$ cat src/hdl/pdfc_pkg.sv
package pdfc_pkg;

  // fixed header layout
  localparam int HEADER_LEN = 12;
  localparam int POS_W      = 17;

  localparam logic [POS_W-1:0] POS_TYPE   = POS_W'(6);
  localparam logic [POS_W-1:0] POS_SUB    = POS_W'(7);
  localparam logic [POS_W-1:0] POS_LEN_LO = POS_W'(8);
  localparam logic [POS_W-1:0] POS_LEN_HI = POS_W'(9);
  localparam logic [POS_W-1:0] POS_CK_LO  = POS_W'(10);
  localparam logic [POS_W-1:0] POS_CK_HI  = POS_W'(11);

  // result status codes
  localparam logic [1:0] STAT_OK        = 2'd0;
  localparam logic [1:0] STAT_BAD_START = 2'd1;
  localparam logic [1:0] STAT_BAD_SUM   = 2'd2;

  // one byte as classified by the front end
  typedef struct packed {
    logic       first;
    logic [7:0] data;
  } item_t;

  // one result transaction
  typedef struct packed {
    logic [15:0] received_checksum;
    logic [15:0] computed_checksum;
    logic [15:0] payload_len;
    logic [7:0]  subsector;
    logic [7:0]  packet_type;
    logic [1:0]  status;
  } result_t;

endpackage

$ cat src/hdl/pdfc_front.sv
module pdfc_front (
  input  logic           clk,
  input  logic           rst_n,
  input  logic           in_tvalid,
  output logic           in_tready,
  input  logic [7:0]     in_tdata,   // rx_byte
  input  logic           in_tuser,   // first_byte
  output logic           push_valid,
  input  logic           push_ready,
  output pdfc_pkg::item_t push_item
);
  import pdfc_pkg::*;

  logic  valid_r, valid_nxt;
  item_t item_r, item_nxt;

  // input stage: take a byte whenever the stage is empty or draining
  assign in_tready  = !valid_r || push_ready;
  assign push_valid = valid_r;
  assign push_item  = item_r;

  always_comb begin
    valid_nxt = valid_r;
    item_nxt  = item_r;
    if (in_tvalid && in_tready) begin
      valid_nxt      = 1'b1;
      item_nxt.data  = in_tdata;
      item_nxt.first = in_tuser;
    end else if (push_ready) begin
      valid_nxt = 1'b0;
    end
  end

  always_ff @(posedge clk) begin
    if (!rst_n) begin
      valid_r <= 1'b0;
    end else begin
      valid_r <= valid_nxt;
    end
  end

  always_ff @(posedge clk) begin
    item_r <= item_nxt;
  end

endmodule

$ cat src/hdl/pdfc_queue.sv
module pdfc_queue #(
  parameter int DEPTH = 4
) (
  input  logic            clk,
  input  logic            rst_n,
  input  logic            push_valid,
  output logic            push_ready,
  input  pdfc_pkg::item_t push_item,
  output logic            pop_valid,
  input  logic            pop_ready,
  output pdfc_pkg::item_t pop_item
);
  import pdfc_pkg::*;

  localparam int PTR_W = (DEPTH > 1) ? $clog2(DEPTH) : 1;
  localparam int CNT_W = $clog2(DEPTH + 1);

  item_t              mem_r [DEPTH];
  logic [PTR_W-1:0]   wr_ptr_r, wr_ptr_nxt;
  logic [PTR_W-1:0]   rd_ptr_r, rd_ptr_nxt;
  logic [CNT_W-1:0]   count_r, count_nxt;
  logic               push_fire;
  logic               pop_fire;

  assign push_ready = (count_r != CNT_W'(DEPTH));
  assign pop_valid  = (count_r != '0);
  assign pop_item   = mem_r[rd_ptr_r];
  assign push_fire  = push_valid && push_ready;
  assign pop_fire   = pop_valid && pop_ready;

  // pointer and fill count update
  always_comb begin
    wr_ptr_nxt = wr_ptr_r;
    rd_ptr_nxt = rd_ptr_r;
    count_nxt  = count_r;
    if (push_fire) begin
      wr_ptr_nxt = (wr_ptr_r == PTR_W'(DEPTH - 1)) ? '0 : wr_ptr_r + 1'b1;
    end
    if (pop_fire) begin
      rd_ptr_nxt = (rd_ptr_r == PTR_W'(DEPTH - 1)) ? '0 : rd_ptr_r + 1'b1;
    end
    if (push_fire && !pop_fire) begin
      count_nxt = count_r + 1'b1;
    end else if (pop_fire && !push_fire) begin
      count_nxt = count_r - 1'b1;
    end
  end

  always_ff @(posedge clk) begin
    if (!rst_n) begin
      wr_ptr_r <= '0;
      rd_ptr_r <= '0;
      count_r  <= '0;
    end else begin
      wr_ptr_r <= wr_ptr_nxt;
      rd_ptr_r <= rd_ptr_nxt;
      count_r  <= count_nxt;
    end
  end

  // entry storage
  always_ff @(posedge clk) begin
    if (push_fire) begin
      mem_r[wr_ptr_r] <= push_item;
    end
  end

`ifndef ASSERT_OFF
  a_count_bound: assert property (@(posedge clk) disable iff (!rst_n)
    count_r <= CNT_W'(DEPTH))
    else $error("queue fill count beyond depth");

  a_empty_ptrs: assert property (@(posedge clk) disable iff (!rst_n)
    (count_r == '0) |-> (wr_ptr_r == rd_ptr_r))
    else $error("queue empty but pointers differ");
`endif

endmodule

$ cat src/hdl/pdfc_back.sv
module pdfc_back #(
  parameter int START_LEN = 6
) (
  input  logic            clk,
  input  logic            rst_n,
  input  logic [47:0]     start_pattern,
  input  logic            pop_valid,
  output logic            pop_ready,
  input  pdfc_pkg::item_t pop_item,
  output logic            out_tvalid,
  input  logic            out_tready,
  output logic [63:0]     out_tdata,  // packet_type, subsector, payload_len,
                                      // computed_checksum, received_checksum
  output logic [1:0]      out_tuser   // status
);
  import pdfc_pkg::*;

  typedef enum logic [1:0] {
    ST_DISCARD = 2'b01,
    ST_ACTIVE  = 2'b10
  } state_t;

  state_t             state_r, state_nxt;
  logic [POS_W-1:0]   pos_r, pos_nxt;
  logic [7:0]         sum_lo_r, sum_lo_nxt;
  logic [7:0]         sum_hi_r, sum_hi_nxt;
  logic [7:0]         type_r, type_nxt;
  logic [7:0]         sub_r, sub_nxt;
  logic [15:0]        len_r, len_nxt;
  logic [15:0]        ck_r, ck_nxt;
  logic               bad_r, bad_nxt;
  logic               out_valid_r, out_valid_nxt;
  result_t            res_r, res_nxt;
  logic               pop_fire;
  logic [POS_W-1:0]   pos_e;
  logic [7:0]         want;
  logic               emit;

  function automatic logic [7:0] pattern_byte(input logic [47:0] pat,
                                              input logic [2:0]  idx);
    logic [7:0] b;
    unique case (idx)
      3'd0:    b = pat[7:0];
      3'd1:    b = pat[15:8];
      3'd2:    b = pat[23:16];
      3'd3:    b = pat[31:24];
      3'd4:    b = pat[39:32];
      3'd5:    b = pat[47:40];
      default: b = 8'h00;
    endcase
    return b;
  endfunction

  // take a byte whenever the result slot is free or being drained
  assign pop_ready = !out_valid_r || out_tready;
  assign pop_fire  = pop_valid && pop_ready;

  // per-byte framing, header capture and running sums
  always_comb begin
    state_nxt  = state_r;
    pos_nxt    = pos_r;
    sum_lo_nxt = sum_lo_r;
    sum_hi_nxt = sum_hi_r;
    type_nxt   = type_r;
    sub_nxt    = sub_r;
    len_nxt    = len_r;
    ck_nxt     = ck_r;
    bad_nxt    = bad_r;
    res_nxt    = res_r;
    emit       = 1'b0;
    pos_e      = pos_r;
    want       = 8'h00;
    if (pop_fire && (pop_item.first || state_r == ST_ACTIVE)) begin
      // a flagged byte restarts the packet
      if (pop_item.first) begin
        pos_e      = '0;
        sum_lo_nxt = 8'h00;
        sum_hi_nxt = 8'h00;
        type_nxt   = 8'h00;
        sub_nxt    = 8'h00;
        len_nxt    = 16'h0000;
        ck_nxt     = 16'h0000;
        bad_nxt    = 1'b0;
      end
      state_nxt = ST_ACTIVE;

      // checksum covers everything but the checksum field
      if (pos_e != POS_CK_LO && pos_e != POS_CK_HI) begin
        sum_lo_nxt = sum_lo_nxt + pop_item.data;
        sum_hi_nxt = sum_hi_nxt + sum_lo_nxt;
      end

      // start pattern compare
      want = pattern_byte(start_pattern, pos_e[2:0]);
      if (pos_e < POS_W'(START_LEN) && want != pop_item.data) begin
        bad_nxt = 1'b1;
      end

      // header capture
      if (pos_e == POS_TYPE) begin
        type_nxt = pop_item.data;
      end
      if (pos_e == POS_SUB) begin
        sub_nxt = pop_item.data;
      end
      if (pos_e == POS_LEN_LO) begin
        len_nxt[7:0] = pop_item.data;
      end
      if (pos_e == POS_LEN_HI) begin
        len_nxt[15:8] = pop_item.data;
      end
      if (pos_e == POS_CK_LO) begin
        ck_nxt[7:0] = pop_item.data;
      end
      if (pos_e == POS_CK_HI) begin
        ck_nxt[15:8] = pop_item.data;
      end

      pos_nxt = pos_e + 1'b1;

      priority if (pos_e == POS_W'(START_LEN - 1) && bad_nxt) begin
        emit      = 1'b1;
        state_nxt = ST_DISCARD;
        res_nxt   = '0;
        res_nxt.status = STAT_BAD_START;
      end else if (pos_e >= POS_W'(HEADER_LEN - 1) &&
                   pos_e == POS_W'(HEADER_LEN - 1) + {1'b0, len_nxt}) begin
        emit      = 1'b1;
        state_nxt = ST_DISCARD;
        res_nxt.packet_type       = type_nxt;
        res_nxt.subsector         = sub_nxt;
        res_nxt.payload_len       = len_nxt;
        res_nxt.computed_checksum = {sum_hi_nxt, sum_lo_nxt};
        res_nxt.received_checksum = ck_nxt;
        res_nxt.status = ({sum_hi_nxt, sum_lo_nxt} == ck_nxt) ? STAT_OK : STAT_BAD_SUM;
      end else begin
        emit = 1'b0;
      end
    end
  end

  // result slot
  always_comb begin
    if (emit) begin
      out_valid_nxt = 1'b1;
    end else if (out_tready) begin
      out_valid_nxt = 1'b0;
    end else begin
      out_valid_nxt = out_valid_r;
    end
  end

  always_ff @(posedge clk) begin
    if (!rst_n) begin
      state_r     <= ST_DISCARD;
      out_valid_r <= 1'b0;
    end else begin
      state_r     <= state_nxt;
      out_valid_r <= out_valid_nxt;
    end
  end

  always_ff @(posedge clk) begin
    pos_r    <= pos_nxt;
    sum_lo_r <= sum_lo_nxt;
    sum_hi_r <= sum_hi_nxt;
    type_r   <= type_nxt;
    sub_r    <= sub_nxt;
    len_r    <= len_nxt;
    ck_r     <= ck_nxt;
    bad_r    <= bad_nxt;
    res_r    <= res_nxt;
  end

  assign out_tvalid = out_valid_r;
  assign out_tuser  = res_r.status;
  assign out_tdata  = {res_r.received_checksum, res_r.computed_checksum,
                       res_r.payload_len, res_r.subsector, res_r.packet_type};

`ifndef ASSERT_OFF
  a_bad_start_zero: assert property (@(posedge clk) disable iff (!rst_n)
    (out_valid_r && res_r.status == STAT_BAD_START) |-> (out_tdata == '0))
    else $error("start mismatch result carries nonzero fields");

  a_ok_matches: assert property (@(posedge clk) disable iff (!rst_n)
    (out_valid_r && res_r.status == STAT_OK) |->
      (res_r.computed_checksum == res_r.received_checksum))
    else $error("ok status with differing checksums");

  a_status_legal: assert property (@(posedge clk) disable iff (!rst_n)
    out_valid_r |-> (res_r.status != 2'd3))
    else $error("unused status code on output");
`endif

endmodule

$ cat src/hdl/packet_deframe_fletcher16_check.sv
// Framed packet checker with a Fletcher-16-like checksum (sums mod 256).
// Input stream: one byte per transaction on in_tdata, in_tuser high marks
// the first byte of a packet. Packet layout: start pattern (6 bytes), type,
// subsector, data length (LE), checksum (LE), then the data bytes.
// Result stream: one transaction per packet on out_tdata / out_tuser, given
// after the last byte, or after the last start byte on a start mismatch.
// Configuration: APB write of the 48-bit start pattern at address 0.
// Throughput: one byte per cycle sustained while out_tready stays high;
// the running sums take two 8-bit adds per byte in the back end.
// The packet's last byte passes the input stage and the queue, then the
// result is registered in the result slot.
// Reset clears the queue and result slot; the checker then ignores bytes
// until one arrives with in_tuser high.
// When the result receiver stalls, the result is held, the back end stops
// taking bytes and the queue plus input stage keep accepting until full.
module packet_deframe_fletcher16_check #(
  parameter int START_LEN   = 6,
  parameter int QUEUE_DEPTH = 4
) (
  input  logic        clk,
  input  logic        rst_n,
  input  logic        in_tvalid,
  output logic        in_tready,
  input  logic [7:0]  in_tdata,    // rx_byte
  input  logic        in_tuser,    // first_byte
  output logic        out_tvalid,
  input  logic        out_tready,
  output logic [63:0] out_tdata,   // packet_type, subsector, payload_len,
                                   // computed_checksum, received_checksum
  output logic [1:0]  out_tuser,   // status
  input  logic        cfg_psel,
  input  logic        cfg_penable,
  input  logic        cfg_pwrite,
  input  logic [2:0]  cfg_paddr,
  input  logic [63:0] cfg_pwdata,
  output logic [63:0] cfg_prdata,
  output logic        cfg_pready
);
  import pdfc_pkg::*;

  localparam logic [2:0] ADDR_START_PATTERN = 3'd0;

  logic        pattern_we;
  logic [47:0] start_pattern_r, start_pattern_nxt;
  logic        f_valid, f_ready;
  item_t       f_item;
  logic        q_valid, q_ready;
  item_t       q_item;

  // configuration register
  assign cfg_pready = 1'b1;
  assign pattern_we = cfg_psel && cfg_penable && cfg_pwrite && cfg_pready &&
                      (cfg_paddr == ADDR_START_PATTERN);
  assign start_pattern_nxt = pattern_we ? cfg_pwdata[47:0] : start_pattern_r;
  assign cfg_prdata = (cfg_paddr == ADDR_START_PATTERN) ?
                      {16'h0000, start_pattern_r} : 64'h0;

  always_ff @(posedge clk) begin
    if (!rst_n) begin
      start_pattern_r <= '0;
    end else begin
      start_pattern_r <= start_pattern_nxt;
    end
  end

  pdfc_front u_front (
    .clk        (clk),
    .rst_n      (rst_n),
    .in_tvalid  (in_tvalid),
    .in_tready  (in_tready),
    .in_tdata   (in_tdata),
    .in_tuser   (in_tuser),
    .push_valid (f_valid),
    .push_ready (f_ready),
    .push_item  (f_item)
  );

  pdfc_queue #(
    .DEPTH (QUEUE_DEPTH)
  ) u_queue (
    .clk        (clk),
    .rst_n      (rst_n),
    .push_valid (f_valid),
    .push_ready (f_ready),
    .push_item  (f_item),
    .pop_valid  (q_valid),
    .pop_ready  (q_ready),
    .pop_item   (q_item)
  );

  pdfc_back #(
    .START_LEN (START_LEN)
  ) u_back (
    .clk           (clk),
    .rst_n         (rst_n),
    .start_pattern (start_pattern_r),
    .pop_valid     (q_valid),
    .pop_ready     (q_ready),
    .pop_item      (q_item),
    .out_tvalid    (out_tvalid),
    .out_tready    (out_tready),
    .out_tdata     (out_tdata),
    .out_tuser     (out_tuser)
  );

endmodule

$ cat config.mk
export PLATFORM = sky130hd
export DESIGN_NAME = packet_deframe_fletcher16_check
export DESIGN_NICKNAME = d
export VERILOG_FILES = /design/src/hdl/pdfc_pkg.sv /design/src/hdl/pdfc_front.sv /design/src/hdl/pdfc_queue.sv /design/src/hdl/pdfc_back.sv /design/src/hdl/packet_deframe_fletcher16_check.sv
export SDC_FILE = /design/constraint.sdc
export NUM_CORES = 1
export LEC_CHECK = 0
export BUFFER_PORTS_ARGS = -buffer_cell sky130_fd_sc_hd__buf_2
export CELL_PAD_IN_SITES_DETAIL_PLACEMENT = 1
export CELL_PAD_IN_SITES_GLOBAL_PLACEMENT = 1
export CORE_MARGIN = 2
export CORE_UTILIZATION = 48
export CTS_CLUSTER_SIZE = 12
export DETAILED_ROUTE_END_ITERATION = 8
export HOLD_SLACK_MARGIN = 0.15
export PLACE_DENSITY = 0.93
export SKIP_LAST_GASP = 1
export SYNTH_ARGS = -nofsm -noshare
export SYNTH_HDL_FRONTEND = slang
export SYNTH_SLANG_ARGS = --single-unit
$ cat constraint.sdc
create_clock -name clk -period 21.6 [get_ports clk]
set_input_delay 2.16 -clock clk [delete_from_list [all_inputs] [get_ports clk]]
set_output_delay 2.16 -clock clk [all_outputs]
set_load 0.05 [all_outputs]
==> flow_metrics.env <==
export IMPL_drv_cap=0
export IMPL_core_mm2=0.02680
export IMPL_min_to="start_pattern_r[13]$_SDFFE_PN0P_"
export IMPL_drc=0
export IMPL_yosys_area_top_type="edfxtp_1"
export IMPL_drv_slew=0
export IMPL_synthTopCellsByCount="193 x edfxtp_1, 177 x nand2_1, 81 x and2_1"
export IMPL_dp_cells=1707
export IMPL_clock_root_buffer="clkbuf_16"
export IMPL_clk_pin_slew_ns=0.07
export IMPL_r2r_end="u_back.out_tdata[57]$_SDFFCE_PP0P_"
export IMPL_clock_skew_final_ns=0.02239
export IMPL_antennaDiodeCount=0
export IMPL_wl_per_cell_um=22.11
export IMPL_fin_crit_sh_pct=33.85
export IMPL_worstSkewPairLatency_ns=0.56
export IMPL_dieArea_mm2=0.02850
export IMPL_dp_hpwl_um=26120
export IMPL_syn_mean_instance_area_um2=10.47
export IMPL_ys_flop_type="edfxtp_1"
export IMPL_yosys_area_top_type_share_pct=44.44
export IMPL_grt_pass1_vias=10900
export IMPL_initial_core_util_pct=48.66
export IMPL_timing_worst_setup_path_type="register to register"
export IMPL_overflow=0
export IMPL_synthDistinctLibCells=79
export IMPL_grt_max_degree=72
export IMPL_rsz0062_at_grt="no"
export IMPL_rows=60
export IMPL_cellLeakagePower_nw=5.849
export IMPL_power_density_mw_per_mm2=154.8
export IMPL_antenna_found_initial=1
export IMPL_avgViaCountPerCell=5.974
export IMPL_required_ns=21.78
export IMPL_crit_arrival_ns=7.49
export IMPL_postSynthCellCount=1245
export IMPL_vias=10500
export IMPL_final_layout_size_suffix_gt1_share_pct=18.36
export IMPL_place_worst_setup_slack_ns=14.54
export IMPL_cts_tree="done"
export IMPL_status="finished, final reports clean"
export IMPL_finalWorstSetupSlack_ns=14.29
export IMPL_die_x_um=168.8
export IMPL_synth_edf_count=193
export IMPL_post_synth_top_count_cell="edfxtp_1"
export IMPL_fmax_mhz=136.8
export IMPL_cp_start_kind="register"
export IMPL_rrSetupSlack_ns=14.29
export IMPL_worstMarginPinSlew_ns=1.116
export IMPL_drt_iter0_markers=999
export IMPL_cts_sinks=254
export IMPL_clock_path_buffers=3
export IMPL_ys_warn_count=0
export IMPL_io_pins=216
export IMPL_cts_resized=0
export IMPL_grt_pass1_wl_um=60620
export IMPL_stdcell_count=1757
export IMPL_hp_class="register to register"
export IMPL_ff2ff_path_depth=18
export IMPL_worstHoldStart="start_pattern_r[13]$_SDFFE_PN0P_"
export IMPL_syn_area_mm2=0.01304
export IMPL_cts_made_buffers=28
export IMPL_max_slew_margin_rel_pct=25.58
export IMPL_cts_hold_buf=0
export IMPL_synthTopCellsByArea="edfxtp_1 44%, dfxtp_1 9.4%, nand2_1 5.1%"
export IMPL_synthToLayoutAreaGrowth_pct=14.45
export IMPL_seq_area_frac_synth_pct=53.80
export IMPL_irDropWorstVdd_mv=0.08233
export IMPL_track_usage_pct=27.03
export IMPL_port_buffers=182
export IMPL_post_cts_setup_buffers=0
export IMPL_hold_viol=0
export IMPL_async_flop_share_pct=0
export IMPL_layout_min_cycle_time_ns=7.311
export IMPL_ant_nets=0
export IMPL_ys_ff_latch=254
export IMPL_globalplace_congestion=0.8823
export IMPL_htree_num_levels=1
export IMPL_cp_end_kind="register"
export IMPL_critPathMaxFanout=67
export IMPL_setup_violations=0
export IMPL_drt_wl_total_um=38850
export IMPL_dr_pass1_iters=5
export IMPL_nets=1508
export IMPL_fin_setup_tns_ns=0
export IMPL_holdPathStages=2
export IMPL_die_h_um=168.8
-- layer usage --
metal	global-route usage, %	vias to the layer above	routed length (um)
met1	33.59	5224	15400
met4	10.91	0	1574
met3	4.513	115	2602
met2	47.01	485	19270
met5	0	-	0
li1	-	4673	-
-- power breakdown --
group	switching (mW)	leakage, nW	internal, mW
logic	0.691	3.16	0.378
clock network	0.198	0.396	0.236
registers	0.0830	2.29	0.725
-- final cells by class --
class,instances,area (um^2)
well taps,341,426.7
clock inverters,17,87.58
clock buffers,33,719.4
fillers,2902,11880
multi-input cells,866,5487
flip-flops and latches,254,7017
repair buffers,192,985.9
inverters,54,202.7
-- critical path, cell delays in order, from the launching register on --
cell	delay [ns]
dfxtp_1	0.78
mux4_2	0.34
buf_4	0.61
nor2b_1	0.20
inv_1	0.16
ha_1	0.76
nand3_1	0.39
nor2_1	0.19
a21oi_1	0.06
or2_2	0.31
ha_1	0.23
a211oi_1	0.43
o21ai_2	0.15
nand2b_1	0.22
or4bb_1	0.56
a31oi_1	0.26
a41oi_1	0.20
nor2b_4	0.27
buf_4	0.68
-- placed cells by master, fill, tap and decap left out, drive strengths merged, types with 9 or more instances in the layout --
cell type,count
edfxtp,193
buf,192
nand2,177
and2,82
nor2,78
dfxtp,61
inv,53
a21boi,51
a21oi,48
nand3,43
o21ai,41
xnor2,37
clkbuf,33
xor2,28
nor3,27
ha,26
mux2i,24
nor2b,24
and3,20
conb,17
clkinv,17
nand4,13
mux2,9
-- per-stage QoR --
stage	utilization [%]	hold WS (ns)	power (mW)	instance area, um^2
floorplan	-	0.4485	1.558	13100
finish	55.69	0.4856	2.310	14930
CTS	55.69	0.4892	2.297	14930
detailed placement	52.68	0.4769	1.850	14120
global route	55.69	0.5187	2.438	14930
global placement	52.68	0.4650	1.767	14120
-- sequential cells by signal (all words and copies together) (netlist names), 8 cells and up, named ones only --
name,flops
start_pattern_r,48
u_front.push_item,9
u_back.sub_r,8
u_queue.mem_r,36
u_back.pos_r,17
u_back.len_r,16
u_back.ck_r,16
u_back.sum_hi_r,8
u_back.type_r,8
u_back.sum_lo_r,8
u_back.out_tdata,64
-- how the worst max path moves through the flow --
stage                                              end  slack (ns)  startpoint
global placement    u_back.out_tdata[52]$_SDFFCE_PP0P_       14.91    register
detailed placement  u_back.out_tdata[31]$_SDFFCE_PP0P_       14.54    register
floorplan            u_back.out_tdata[0]$_SDFFCE_PP0P_       11.38  out_tready
finish              u_back.out_tdata[57]$_SDFFCE_PP0P_       14.29    register
CTS                  u_back.out_tuser[0]$_SDFFCE_PP1P_       14.43    register
global route         u_back.out_tuser[0]$_SDFFCE_PP1P_       13.99    register
-- cell families (layout without fill, tap and decap cells) --
| family | count (synthesis) | in the layout | synth area share [%] |
|---|---|---|---|
| flip-flops | 254 | 254 | 53.80 |
| buffers and inverters | 140 | 296 | 4.807 |
| AO/OA/AOI/OAI | 212 | 212 | 10.99 |
| adder cells (fa/ha/maj) | 29 | 29 | 2.955 |
| XOR/XNOR | 65 | 65 | 4.365 |
| AND/OR/NAND/NOR | 503 | 503 | 19.17 |
| multiplexers | 40 | 40 | 3.857 |
| other | 2 | 17 | 0.05759 |
No activity file was read; power rests on OpenSTA's default activity.
